`config.mk`:
```
export PLATFORM = sky130hd
export DESIGN_NAME = pl0rsm_ctrl
export DESIGN_NICKNAME = d
export VERILOG_FILES = /design/src/sv/pl0_register_stack_machine_core_macros.svh /design/src/sv/pl0rsm_pkg.sv /design/src/sv/pl0rsm_ctrl.sv
export SDC_FILE = /design/constraint.sdc
export NUM_CORES = 1
export LEC_CHECK = 0
export ABC_CLOCK_PERIOD_IN_PS = 2170
export BUFFER_PORTS_ARGS = -buffer_cell sky130_fd_sc_hd__buf_2
export CAP_MARGIN = 20
export CORE_MARGIN = 2
export CORE_UTILIZATION = 45
export DETAILED_ROUTE_END_ITERATION = 10
export PLACE_DENSITY_LB_ADDON = 0.08
export SLEW_MARGIN = 20
export SYNTH_ARGS = -nofsm -noshare
export SYNTH_HDL_FRONTEND = slang
export SYNTH_SLANG_ARGS = --single-unit
export TNS_END_PERCENT = 50
```
`constraint.sdc`:
```
create_clock -name clk -period 2.17 [get_ports clk]
set_clock_uncertainty 0.1 [all_clocks]
set_input_delay 0 -clock clk [delete_from_list [all_inputs] [get_ports clk]]
set_output_delay 0 -clock clk [all_outputs]
set_load 0.005 [all_outputs]
```
`src/sv/pl0_register_stack_machine_core_macros.svh`:
```
// assertion macros for the pl0 register machine core
`ifndef PL0_REGISTER_STACK_MACHINE_CORE_MACROS_SVH
`define PL0_REGISTER_STACK_MACHINE_CORE_MACROS_SVH

`ifndef NO_ASSERTIONS
// same-cycle implication
`define PL0_ASSERT_IMP(lbl, ante, cons) \
  lbl: assert property (@(posedge clk) disable iff (!rst_n) (ante) |-> (cons)) \
    else $error("assertion failed");
// next-cycle implication
`define PL0_ASSERT_NXT(lbl, ante, cons) \
  lbl: assert property (@(posedge clk) disable iff (!rst_n) (ante) |=> (cons)) \
    else $error("assertion failed");
`else
`define PL0_ASSERT_IMP(lbl, ante, cons)
`define PL0_ASSERT_NXT(lbl, ante, cons)
`endif

`endif

```
`src/sv/pl0rsm_pkg.sv`:
```
package pl0rsm_pkg;

  localparam int WORD_W      = 32;
  localparam int STACK_DEPTH = 2048;
  localparam int SAW         = $clog2(STACK_DEPTH);
  localparam int CODE_DEPTH  = 512;
  localparam int CAW         = $clog2(CODE_DEPTH);
  localparam int REG_COUNT   = 16;
  localparam int RAW         = $clog2(REG_COUNT);

  // opcodes
  localparam logic [4:0] OP_LIT = 5'd1;
  localparam logic [4:0] OP_RTN = 5'd2;
  localparam logic [4:0] OP_LOD = 5'd3;
  localparam logic [4:0] OP_STO = 5'd4;
  localparam logic [4:0] OP_CAL = 5'd5;
  localparam logic [4:0] OP_INC = 5'd6;
  localparam logic [4:0] OP_JMP = 5'd7;
  localparam logic [4:0] OP_JPC = 5'd8;
  localparam logic [4:0] OP_OUT = 5'd9;
  localparam logic [4:0] OP_RED = 5'd10;
  localparam logic [4:0] OP_NEG = 5'd11;
  localparam logic [4:0] OP_ADD = 5'd12;
  localparam logic [4:0] OP_SUB = 5'd13;
  localparam logic [4:0] OP_MUL = 5'd14;
  localparam logic [4:0] OP_DIV = 5'd15;
  localparam logic [4:0] OP_ODD = 5'd16;
  localparam logic [4:0] OP_MOD = 5'd17;
  localparam logic [4:0] OP_EQL = 5'd18;
  localparam logic [4:0] OP_NEQ = 5'd19;
  localparam logic [4:0] OP_LSS = 5'd20;
  localparam logic [4:0] OP_LEQ = 5'd21;
  localparam logic [4:0] OP_GTR = 5'd22;
  localparam logic [4:0] OP_GEQ = 5'd23;

  // status codes
  localparam logic [1:0] ST_RUN  = 2'd0;
  localparam logic [1:0] ST_HALT = 2'd1;
  localparam logic [1:0] ST_BAD  = 2'd2;
  localparam logic [1:0] ST_DIVZ = 2'd3;

  // register file read select
  localparam logic [1:0] RS_A = 2'd0;
  localparam logic [1:0] RS_B = 2'd1;
  localparam logic [1:0] RS_R = 2'd2;

  // stack address select
  localparam logic [3:0] AS_BM  = 4'd0;
  localparam logic [3:0] AS_SP1 = 4'd1;
  localparam logic [3:0] AS_SP2 = 4'd2;
  localparam logic [3:0] AS_SP3 = 4'd3;
  localparam logic [3:0] AS_SP4 = 4'd4;
  localparam logic [3:0] AS_BP2 = 4'd5;
  localparam logic [3:0] AS_BP3 = 4'd6;
  localparam logic [3:0] AS_B1  = 4'd7;
  localparam logic [3:0] AS_CLR = 4'd8;

  // result register source
  localparam logic [1:0] RES_ALU = 2'd0;
  localparam logic [1:0] RES_STK = 2'd1;
  localparam logic [1:0] RES_DIV = 2'd2;

  typedef struct packed {
    logic       clr;
    logic       latch;
    logic [1:0] rf_sel;
    logic       cap_a;
    logic       cap_b;
    logic       cap_r;
    logic       walk_init;
    logic       walk_cap;
    logic       st_we;
    logic [3:0] asel;
    logic       res_ld;
    logic [1:0] res_sel;
    logic       tmp_ld;
    logic       div_start;
    logic       commit;
  } cmd_t;

  typedef struct packed {
    logic [4:0] op;
    logic       halted;
    logic       vb_zero;
    logic       lv_zero;
    logic       div_done;
    logic       clr_last;
    logic       out_free;
  } sts_t;

  // opcodes that write register R
  function automatic logic writes_reg(input logic [4:0] op);
    case (op)
      OP_LIT, OP_LOD, OP_RED, OP_NEG, OP_ADD, OP_SUB, OP_MUL, OP_DIV, OP_ODD,
      OP_MOD, OP_EQL, OP_NEQ, OP_LSS, OP_LEQ, OP_GTR, OP_GEQ: writes_reg = 1'b1;
      default: writes_reg = 1'b0;
    endcase
  endfunction

endpackage

```
`src/sv/pl0rsm_ctrl.sv`:
```
module pl0rsm_ctrl (
  input  logic             clk,
  input  logic             rst_n,
  input  logic             in_tvalid,
  output logic             in_tready,
  input  pl0rsm_pkg::sts_t sts,
  output pl0rsm_pkg::cmd_t cmd
);

  localparam logic [4:0] S_CLR  = 5'd0;
  localparam logic [4:0] S_IDLE = 5'd1;
  localparam logic [4:0] S_RA   = 5'd2;
  localparam logic [4:0] S_RB   = 5'd3;
  localparam logic [4:0] S_RR   = 5'd4;
  localparam logic [4:0] S_RX   = 5'd5;
  localparam logic [4:0] S_EXE  = 5'd6;
  localparam logic [4:0] S_WALK = 5'd7;
  localparam logic [4:0] S_WCAP = 5'd8;
  localparam logic [4:0] S_LD1  = 5'd9;
  localparam logic [4:0] S_LD2  = 5'd10;
  localparam logic [4:0] S_CW1  = 5'd11;
  localparam logic [4:0] S_CW2  = 5'd12;
  localparam logic [4:0] S_CW3  = 5'd13;
  localparam logic [4:0] S_CW4  = 5'd14;
  localparam logic [4:0] S_RT1  = 5'd15;
  localparam logic [4:0] S_RT2  = 5'd16;
  localparam logic [4:0] S_RT3  = 5'd17;
  localparam logic [4:0] S_DIVS = 5'd18;
  localparam logic [4:0] S_DIVW = 5'd19;
  localparam logic [4:0] S_FIN  = 5'd20;

  logic [4:0] state_r, state_nxt;

  always_ff @(posedge clk) begin
    if (!rst_n) begin
      state_r <= S_CLR;
    end else begin
      state_r <= state_nxt;
    end
  end

  assign in_tready = (state_r == S_IDLE);

  // sequencing and commands
  always_comb begin
    state_nxt = state_r;
    cmd       = '0;
    cmd.asel  = pl0rsm_pkg::AS_CLR;
    cmd.rf_sel = pl0rsm_pkg::RS_A;
    case (state_r)
      S_CLR: begin
        cmd.clr   = 1'b1;
        cmd.st_we = 1'b1;
        if (sts.clr_last) state_nxt = S_IDLE;
      end
      S_IDLE: begin
        if (in_tvalid) begin
          cmd.latch = 1'b1;
          state_nxt = sts.halted ? S_FIN : S_RA;
        end
      end
      S_RA: begin
        cmd.rf_sel = pl0rsm_pkg::RS_A;
        state_nxt  = S_RB;
      end
      S_RB: begin
        cmd.rf_sel = pl0rsm_pkg::RS_B;
        cmd.cap_a  = 1'b1;
        state_nxt  = S_RR;
      end
      S_RR: begin
        cmd.rf_sel = pl0rsm_pkg::RS_R;
        cmd.cap_b  = 1'b1;
        state_nxt  = S_RX;
      end
      S_RX: begin
        cmd.cap_r     = 1'b1;
        cmd.walk_init = 1'b1;
        case (sts.op)
          pl0rsm_pkg::OP_LOD,
          pl0rsm_pkg::OP_STO: state_nxt = S_WALK;
          pl0rsm_pkg::OP_CAL: state_nxt = S_CW1;
          pl0rsm_pkg::OP_RTN: state_nxt = S_RT1;
          pl0rsm_pkg::OP_DIV,
          pl0rsm_pkg::OP_MOD: state_nxt = sts.vb_zero ? S_EXE : S_DIVS;
          default:            state_nxt = S_EXE;
        endcase
      end
      S_EXE: begin
        cmd.res_ld  = 1'b1;
        cmd.res_sel = pl0rsm_pkg::RES_ALU;
        state_nxt   = S_FIN;
      end
      S_WALK: begin
        if (!sts.lv_zero) begin
          cmd.asel  = pl0rsm_pkg::AS_B1;
          state_nxt = S_WCAP;
        end else begin
          case (sts.op)
            pl0rsm_pkg::OP_LOD: state_nxt = S_LD1;
            pl0rsm_pkg::OP_STO: begin
              cmd.asel  = pl0rsm_pkg::AS_BM;
              cmd.st_we = 1'b1;
              state_nxt = S_FIN;
            end
            default: state_nxt = S_CW2;
          endcase
        end
      end
      S_WCAP: begin
        cmd.walk_cap = 1'b1;
        state_nxt    = S_WALK;
      end
      S_LD1: begin
        cmd.asel  = pl0rsm_pkg::AS_BM;
        state_nxt = S_LD2;
      end
      S_LD2: begin
        cmd.res_ld  = 1'b1;
        cmd.res_sel = pl0rsm_pkg::RES_STK;
        state_nxt   = S_FIN;
      end
      // call frame: clear the first slot, walk the links, then fill the rest
      S_CW1: begin
        cmd.asel  = pl0rsm_pkg::AS_SP1;
        cmd.st_we = 1'b1;
        state_nxt = S_WALK;
      end
      S_CW2: begin
        cmd.asel  = pl0rsm_pkg::AS_SP2;
        cmd.st_we = 1'b1;
        state_nxt = S_CW3;
      end
      S_CW3: begin
        cmd.asel  = pl0rsm_pkg::AS_SP3;
        cmd.st_we = 1'b1;
        state_nxt = S_CW4;
      end
      S_CW4: begin
        cmd.asel  = pl0rsm_pkg::AS_SP4;
        cmd.st_we = 1'b1;
        state_nxt = S_FIN;
      end
      // return: fetch saved pc then saved bp
      S_RT1: begin
        cmd.asel  = pl0rsm_pkg::AS_BP3;
        state_nxt = S_RT2;
      end
      S_RT2: begin
        cmd.asel   = pl0rsm_pkg::AS_BP2;
        cmd.tmp_ld = 1'b1;
        state_nxt  = S_RT3;
      end
      S_RT3: begin
        cmd.res_ld  = 1'b1;
        cmd.res_sel = pl0rsm_pkg::RES_STK;
        state_nxt   = S_FIN;
      end
      S_DIVS: begin
        cmd.div_start = 1'b1;
        state_nxt     = S_DIVW;
      end
      S_DIVW: begin
        if (sts.div_done) begin
          cmd.res_ld  = 1'b1;
          cmd.res_sel = pl0rsm_pkg::RES_DIV;
          state_nxt   = S_FIN;
        end
      end
      S_FIN: begin
        if (sts.out_free) begin
          cmd.commit = 1'b1;
          state_nxt  = S_IDLE;
        end
      end
      default: state_nxt = S_IDLE;
    endcase
  end

endmodule

```
== Word-level counts from Yosys, hierarchy flattened ==
Index checks and enable logic that the tools add are counted.

* Flip-flop bits (word level): 5
* Latch bits: 0
* Bits in writable memories: 0
* ROM bits: 0
* Logic and storage cells: 68
* Memories: 0

* Add/subtract/negate cells: 0
* Multiply operators: 0
* Divide/modulo/power cells: 0
* Order comparisons: 0
* Equal/unequal tests: 30
* Shift-type cells: 0
* Multiplexer cells: 29
* Bitwise logic cells: 0
* Reduce and logical (&&, ||, !) cells: 8

{| class="wikitable"
|+ Operator list
! kind !! count
|-
| $pmux W5 S17 || 1
|-
| $eq A5 B4 Y1 const B || 9
|-
| $mux W5 || 8
|-
| $pmux W4 S8 || 1
|-
| $eq A5 B3 Y1 const B || 6
|-
| $eq A5 B5 Y1 const B || 6
|-
| $eq A5 B2 Y1 const B || 4
|-
| $pmux W5 S4 || 1
|-
| $mux W1 || 11
|-
| $pmux W5 S2 || 1
|-
| $pmux W3 S3 || 1
|-
| $ne A2 B2 Y1 const B || 4
|-
| $reduce_or A2 Y1 || 4
|-
| $eq A5 B1 Y1 const B || 1
|-
| $logic_not A5 Y1 || 1
|-
| $reduce_or A5 Y1 || 1
|-
| $mux W4 || 1
|-
| $pmux W2 S2 || 1
|-
| $reduce_and A4 Y1 || 1
|-
| $reduce_or A4 Y1 || 1
|-
| $mux W3 || 1
|-
| $mux W2 || 1
|-
| $pmux W1 S2 || 1
|}

== Depth between registers and ports, before layout ==
Gate-level depths: netlist of run 1.

* Depth after elaboration: 4
* Mapped depth: 6
* Gate-level depth less buffers: 5

== Least setup slack after synthesis of run 1 ==
Ideal clock, no wire load.

* Path kind: register -> register
* Start point: register state_r[2]
* End point: register state_r[4]
* Library setup time: 0.059 ns
* Arrival time: 1.746 ns
* Required time: 2.011 ns
* Setup slack: 0.265 ns
* Stages on the path, launching flop included: 7
* Buffers on the path: 1
* Clock period less this slack: 1.905 ns
* Cell sequence: dfxtp_1 -> buf_4 -> or3b_4 -> or3_4 -> or3b_1 -> nand3_1 -> a22o_1

* Longest elaborated chain between the ends: 3
* Elaborated cells on any way between the ends: 29

{| class="wikitable"
|+ RTL lines
! element !! RTL line !! source
|-
| start, declared || pl0rsm_ctrl.sv:32 || <nowiki>logic [4:0] state_r, state_nxt;</nowiki>
|-
| start signal, assigned || pl0rsm_ctrl.sv:38 || <nowiki>state_r <= state_nxt;</nowiki>
|-
| $eq A5 B5 Y1 (tied with other cells) || pl0rsm_ctrl.sv:50 || <nowiki>case (state_r)</nowiki>
|-
| $reduce_or A4 Y1 (no source line) (tied with other cells) || n/a ||
|-
| $pmux W5 S17 / $reduce_and A4 Y1 (equally long branches) || n/a ||
|}

Parallel ways exist; a longest one is shown, timed or not.
A chain may end at the register's enable or synchronous reset.

==> results of run 1 <==
cells by family after synthesis:
family / after synthesis / share of synthesized area, %
and+or+nand+nor: 67 / 43.00
AOI/OAI and AO/OA: 47 / 34.57
buffers and inverters: 17 / 9.857
DFF: 5 / 11.43
muxes: 1 / 1.143
per-layer routing:
layer / routed length, um / up-vias / global-route usage, %
met2: 1260 / 67 / 37.87
met3: 209 / 10 / 4.074
met1: 1200 / 508 / 36.10
li1: - / 574 / -
met5: 0 / - / 0
met4: 51 / 0 / 4.324
report_power, final:
part           internal, W  total [W]  switching (W)
Sequential       0.0000962   0.000101     0.00000464
Clock            0.0000693   0.000105      0.0000353
Combinational    0.0000660   0.000145      0.0000794
Total             0.000231   0.000351       0.000119
worst max-delay path: stages, from the launching register on:
cell and delay [ns]:
dfxtp_1 0.31, or3b_4 0.42, or3_4 0.40, or3b_1 0.41
o21ai_0 0.08, buf_2 0.13
cell type report:
| cell class | instances | share of cell area (%) |
|---|---|---|
| sequential | 5 | 9.040 |
| inverter | 4 | 1.356 |
| clock buffer | 4 | 2.373 |
| multi-input combinational | 115 | 62.71 |
| timing repair buffer | 43 | 21.69 |
| tap | 25 | 2.825 |
final timing paths:
kind	to	cells after the start	slack (ns)	start
min	state_r[3]	3	0.09	sts[3]
max	cmd[10]	5	0.09	state_r[4]
min reg2reg	state_r[3]	3	0.66	state_r[3]
max reg2reg	state_r[4]	5	0.27	state_r[4]
stage by stage:
step                setup WS, ns  hold slack [ns]  utilization (%)
floorplan                 0.2653         0.002123                -
global placement          0.3357           0.1916            59.79
detailed placement        0.2856           0.1879            59.79
CTS                      0.09720          0.08343            61.82
global route             0.02049           0.1182            62.11
finish                   0.09277          0.08939            62.11
cell usage after synthesis (2+ instances only):
master / n / area share [%]
a21oi_1: 12 / 6.9
nand3b_1: 2 / 1.7
buf_1: 2 / 0.86
o21a_1: 2 / 1.7
nor4b_1: 3 / 3.0
dfxtp_1: 5 / 11
and2_1: 2 / 1.4
inv_1: 3 / 1.3
or3_1: 2 / 1.4
nor2_1: 15 / 6.4
a32oi_1: 2 / 2.0
o32ai_1: 2 / 2.0
and3_1: 2 / 1.4
a21o_1: 2 / 1.7
buf_4: 4 / 3.4
clkbuf_1: 6 / 2.6
nand2b_1: 4 / 2.9
nor2b_1: 7 / 5.0
nand3_1: 6 / 3.4
o21ai_0: 11 / 6.3
a22oi_1: 3 / 2.6
nand2_1: 11 / 4.7
nor3b_1: 2 / 1.7
a31oi_1: 3 / 2.1
nor3_1: 2 / 1.1
what timing repair did:
action | 4_1_cts | 5_1_grt
endpoints found under the hold margin | 4 | 0
setup endpoints to repair | 0 | 2
hold buffers | 1 | 0
resized for setup | 0 | 1
layout by cell type, fill, tap and decap left out, drive strengths merged, types with 4 or more instances in the layout:
cell     n
a21oi   12
buf     42
clkbuf   4
dfxtp    5
nand2   11
nand2b   4
nand3    6
nor2    15
nor2b    7
o21ai   11
==> results.ini, run 1 <==
[power]
vdd_drop_max_v = 0.0003933
p_per_area_nw_per_um2 = 316.8
leakagePower_nw = 0.5319
total_power_w = 0.0003508

[place]
dp.cells = 191
dpl_cell_area_um2 = 1066
portBuffers = 34
gp_congestion = 0.9046
dp_hpwl_mm = 2.050

[yosys]
syn_inst = 137
synth_edf_count = 0
ys.flop_type = dfxtp_1
async_reset_ff_share_pct = 0
synth_warnings = 0
syn_area_um2 = 875.8
avgSynthCellArea_um2 = 6.393
ys_ff_latch = 5
synth-seq-area-share_pct = 11.43
synth_nets = 151
yosysUniqueCellTypes = 47

[cts]
cts_root_buf = clkbuf_4
htree_levels = 1
cts_tree = built
clkSinkCount = 5
clk_path_buf_depth = 2
clk_latency_ns = 0.24
postCtsSetupRepairBufs = 0
clk_pin_slew_ns = 0.04
cts_made_buffers = 3

[job]
maxCapViolations = 0

[die]
rows = 15
ioPinCount = 35
start_util_pct = 49.12
dieArea_um2 = 2315
die_h_um = 48.12
die_x_um = 48.12
core-area_um2 = 1783

[sta]
setup_tns_ns = 0
finalCritPeriodShare_pct = 95.72
final-hold-violation-count = 0
relSlewSlack_pct = 71.83
rsz0062_at_grt = false
setup_viol = 0
min_period_ns = 2.077
worst_pin_slew_ns = 0.4181
fmaxAchievable_mhz = 481.4
maxSlewViolCount = 0

[setup_path]
critPathKind = flip-flop to primary output
start_kind = flip-flop
cp_data_required_time_ns = 2.07
worstPathMaxFanout = 5
cp-end-kind = primary output
cp.arrival_ns = 1.98

[final_layout]
nets = 186
area_growth_pct = 26.43
regArea_um2 = 100.1
largest_reg_flops = 5
top_register = state_r
antenna_cells = 0
layout-drive-gt1-share_pct = 29.82
multi_input_area_um2 = 694.4
finalInstanceArea_um2 = 1107
num-fill-cells = 179
finalNonFillerCells = 196
reg.largest.list = state_r x5

[routing]
vias = 1159
final_antenna_net_count = 0
drt_iter0_drc = 58
wirelength_mm = 2.721
post_drt_wl_per_cell_um = 13.88
drc = 0
viasPerCell = 5.913
firstDrtPassIters = 4

[grt]
grt_pass1_vias = 889
grt-ovfl-total = 0
grt_max_degree = 24
grt_usage_pct = 24.47
grt_pass1_wl_mm = 4.050
antenna_found_initial = 0

[status]
outcome = finished, final reports clean

[worst_hold_path]
holdCritPathClass = input port to flip-flop

No activity file was read; power rests on OpenSTA's default activity.
==> run 2, diff against run 1 <==
CTS_CLUSTER_SIZE = 12   (was unset)
REMOVE_ABC_BUFFERS = 1   (was unset)
==> run 2 against run 1 <==
Net effect: non-clock buffer count fell by 2; wire length is 3.1% lower; cell area shrank 1.4%; critical endpoint unchanged; clock power grew 4%; count of clock-buffer cells in the layout unchanged; worst setup slack lost 0.0086 ns; critical path depth unchanged; via count down 2.8%; highest routed layer is now met3; maximum frequency down 0.41%; critical path type unchanged; die area unchanged; sequential cell count unchanged; worst hold slack lost 0.0032 ns.
==> results.ini, run 2 (synthesis gave the netlist of run 1 again) <==
[status]
outcome = finished, final reports clean

[routing]
drt_iter0_drc = 27
wirelength_mm = 2.637
firstDrtPassIters = 4
post_drt_wl_per_cell_um = 13.59
final_antenna_net_count = 0
viasPerCell = 5.809
vias = 1127
drc = 0

[cts]
clk_pin_slew_ns = 0.05
clk_latency_ns = 0.24
clk_path_buf_depth = 2
cts_root_buf = clkbuf_4
cts_tree = built
htree_levels = 1
cts_made_buffers = 3
clkSinkCount = 5

[power]
vdd_drop_max_v = 0.0001938
p_per_area_nw_per_um2 = 316.5
leakagePower_nw = 0.5218
total_power_w = 0.0003457

[die]
start_util_pct = 49.12
die_h_um = 48.12
dieArea_um2 = 2315
ioPinCount = 35
rows = 15
core-area_um2 = 1783
die_x_um = 48.12

[grt]
antenna_found_initial = 0
busiest_layer = met2
grt_usage_pct = 23.16
met2_usage_pct = 39.47
grt_pass1_vias = 850
grt-ovfl-total = 0
grt_pass1_wl_mm = 3.843
use_met1_pct = 32.37
grt_max_degree = 21
met3_usage_pct = 3.333

[setup_path]
cp.arrival_ns = 1.99
cp_data_required_time_ns = 2.07
start_kind = flip-flop
critPathKind = flip-flop to primary output
worstPathMaxFanout = 5
cp-end-kind = primary output

[final_layout]
final_core_util_pct = 61.26
antenna_cells = 0
finalNonFillerCells = 194
largest_reg_flops = 5
nets = 184
layout-drive-gt1-share_pct = 28.99
num-fill-cells = 183
final_cell_mix = buf_2 (34), nor2_1 (15), a21oi_1 (12)
final_common_cell = buf_2
reg.largest.list = state_r x5
top_register = state_r
area_growth_pct = 24.71

[sta]
finalCritPeriodShare_pct = 96.12
fin_ws_ns = 0.08417
worst_pin_slew_ns = 0.4565
fmaxAchievable_mhz = 479.4
setup_viol = 0
setup_tns_ns = 0
final-hold-violation-count = 0
min_period_ns = 2.086
maxSlewViolCount = 0
relSlewSlack_pct = 69.14
rsz0062_at_grt = false

[job]
maxCapViolations = 0

[place]
gp_congestion = 0.8387
place_ws_ns = 0.3109
dp.cells = 189
portBuffers = 34
dp_hpwl_mm = 1.951

[worst_hold_path]
holdCritPathClass = input port to flip-flop

==> run 2: cell types whose count changed in the layout (fill, tap and decap cells not counted), sizes merged <==
cell	before	now
buf	42	40
==> run 2: metal layers <==
| metal | vias up | wire length [um] |
|---|---|---|
| li1 | 571 | - |
| met1 | 501 | 1180 |
| met2 | 55 | 1242 |
| met3 | 0 | 215 |
| met4 | 0 | 0 |
| met5 | - | 0 |
==> run 2: final timing paths <==
check / from / endpoint / slack [ns] / cells past startpoint
setup / recovery: state_r[4] / cmd[10] / 0.08 / 5
hold / removal: sts[3] / state_r[3] / 0.09 / 3
setup reg to reg: state_r[4] / state_r[4] / 0.29 / 5
hold reg to reg: state_r[3] / state_r[3] / 0.66 / 3
==> run 2: critical path: stages (launching register included) <==
cell	delay, ns
dfxtp_1	0.31
or3b_4	0.43
or3_4	0.39
or3b_1	0.40
o21ai_0	0.08
buf_2	0.13
==> run 2: cell type report <==
type,count,area (um^2),share of cell area (%)
Multi-Input combinational cell,115,694.4,63.57
Tap cell,25,31.28,2.864
Sequential cell,5,100.1,9.164
Clock buffer,4,26.28,2.405
Timing Repair Buffer,41,225.2,20.62
Inverter,4,15.01,1.375
==> run 2: what timing repair did <==
action	4_1_cts	5_1_grt
hold buffers	1	0
gates resized for setup	0	1
buffers inserted	0	0
hold endpoints to repair	4	0
setup endpoints to repair	0	4
==> run 2: report_power, final <==
group	internal, W	switching, W	total, W
clock	0.0000696	0.0000395	0.000109
sequential	0.0000960	0.00000838	0.000104
combinational	0.0000601	0.0000721	0.000132
total	0.000226	0.000120	0.000346
==> run 2: through the flow <==
step,instance area (um^2),hold WS (ns)
after global routing,1092,0.08586
final,1092,0.08622
after detailed placement,1051,0.1859
after global placement,1051,0.1855
after CTS,1087,0.07692
after floorplan,804.5,0.002123
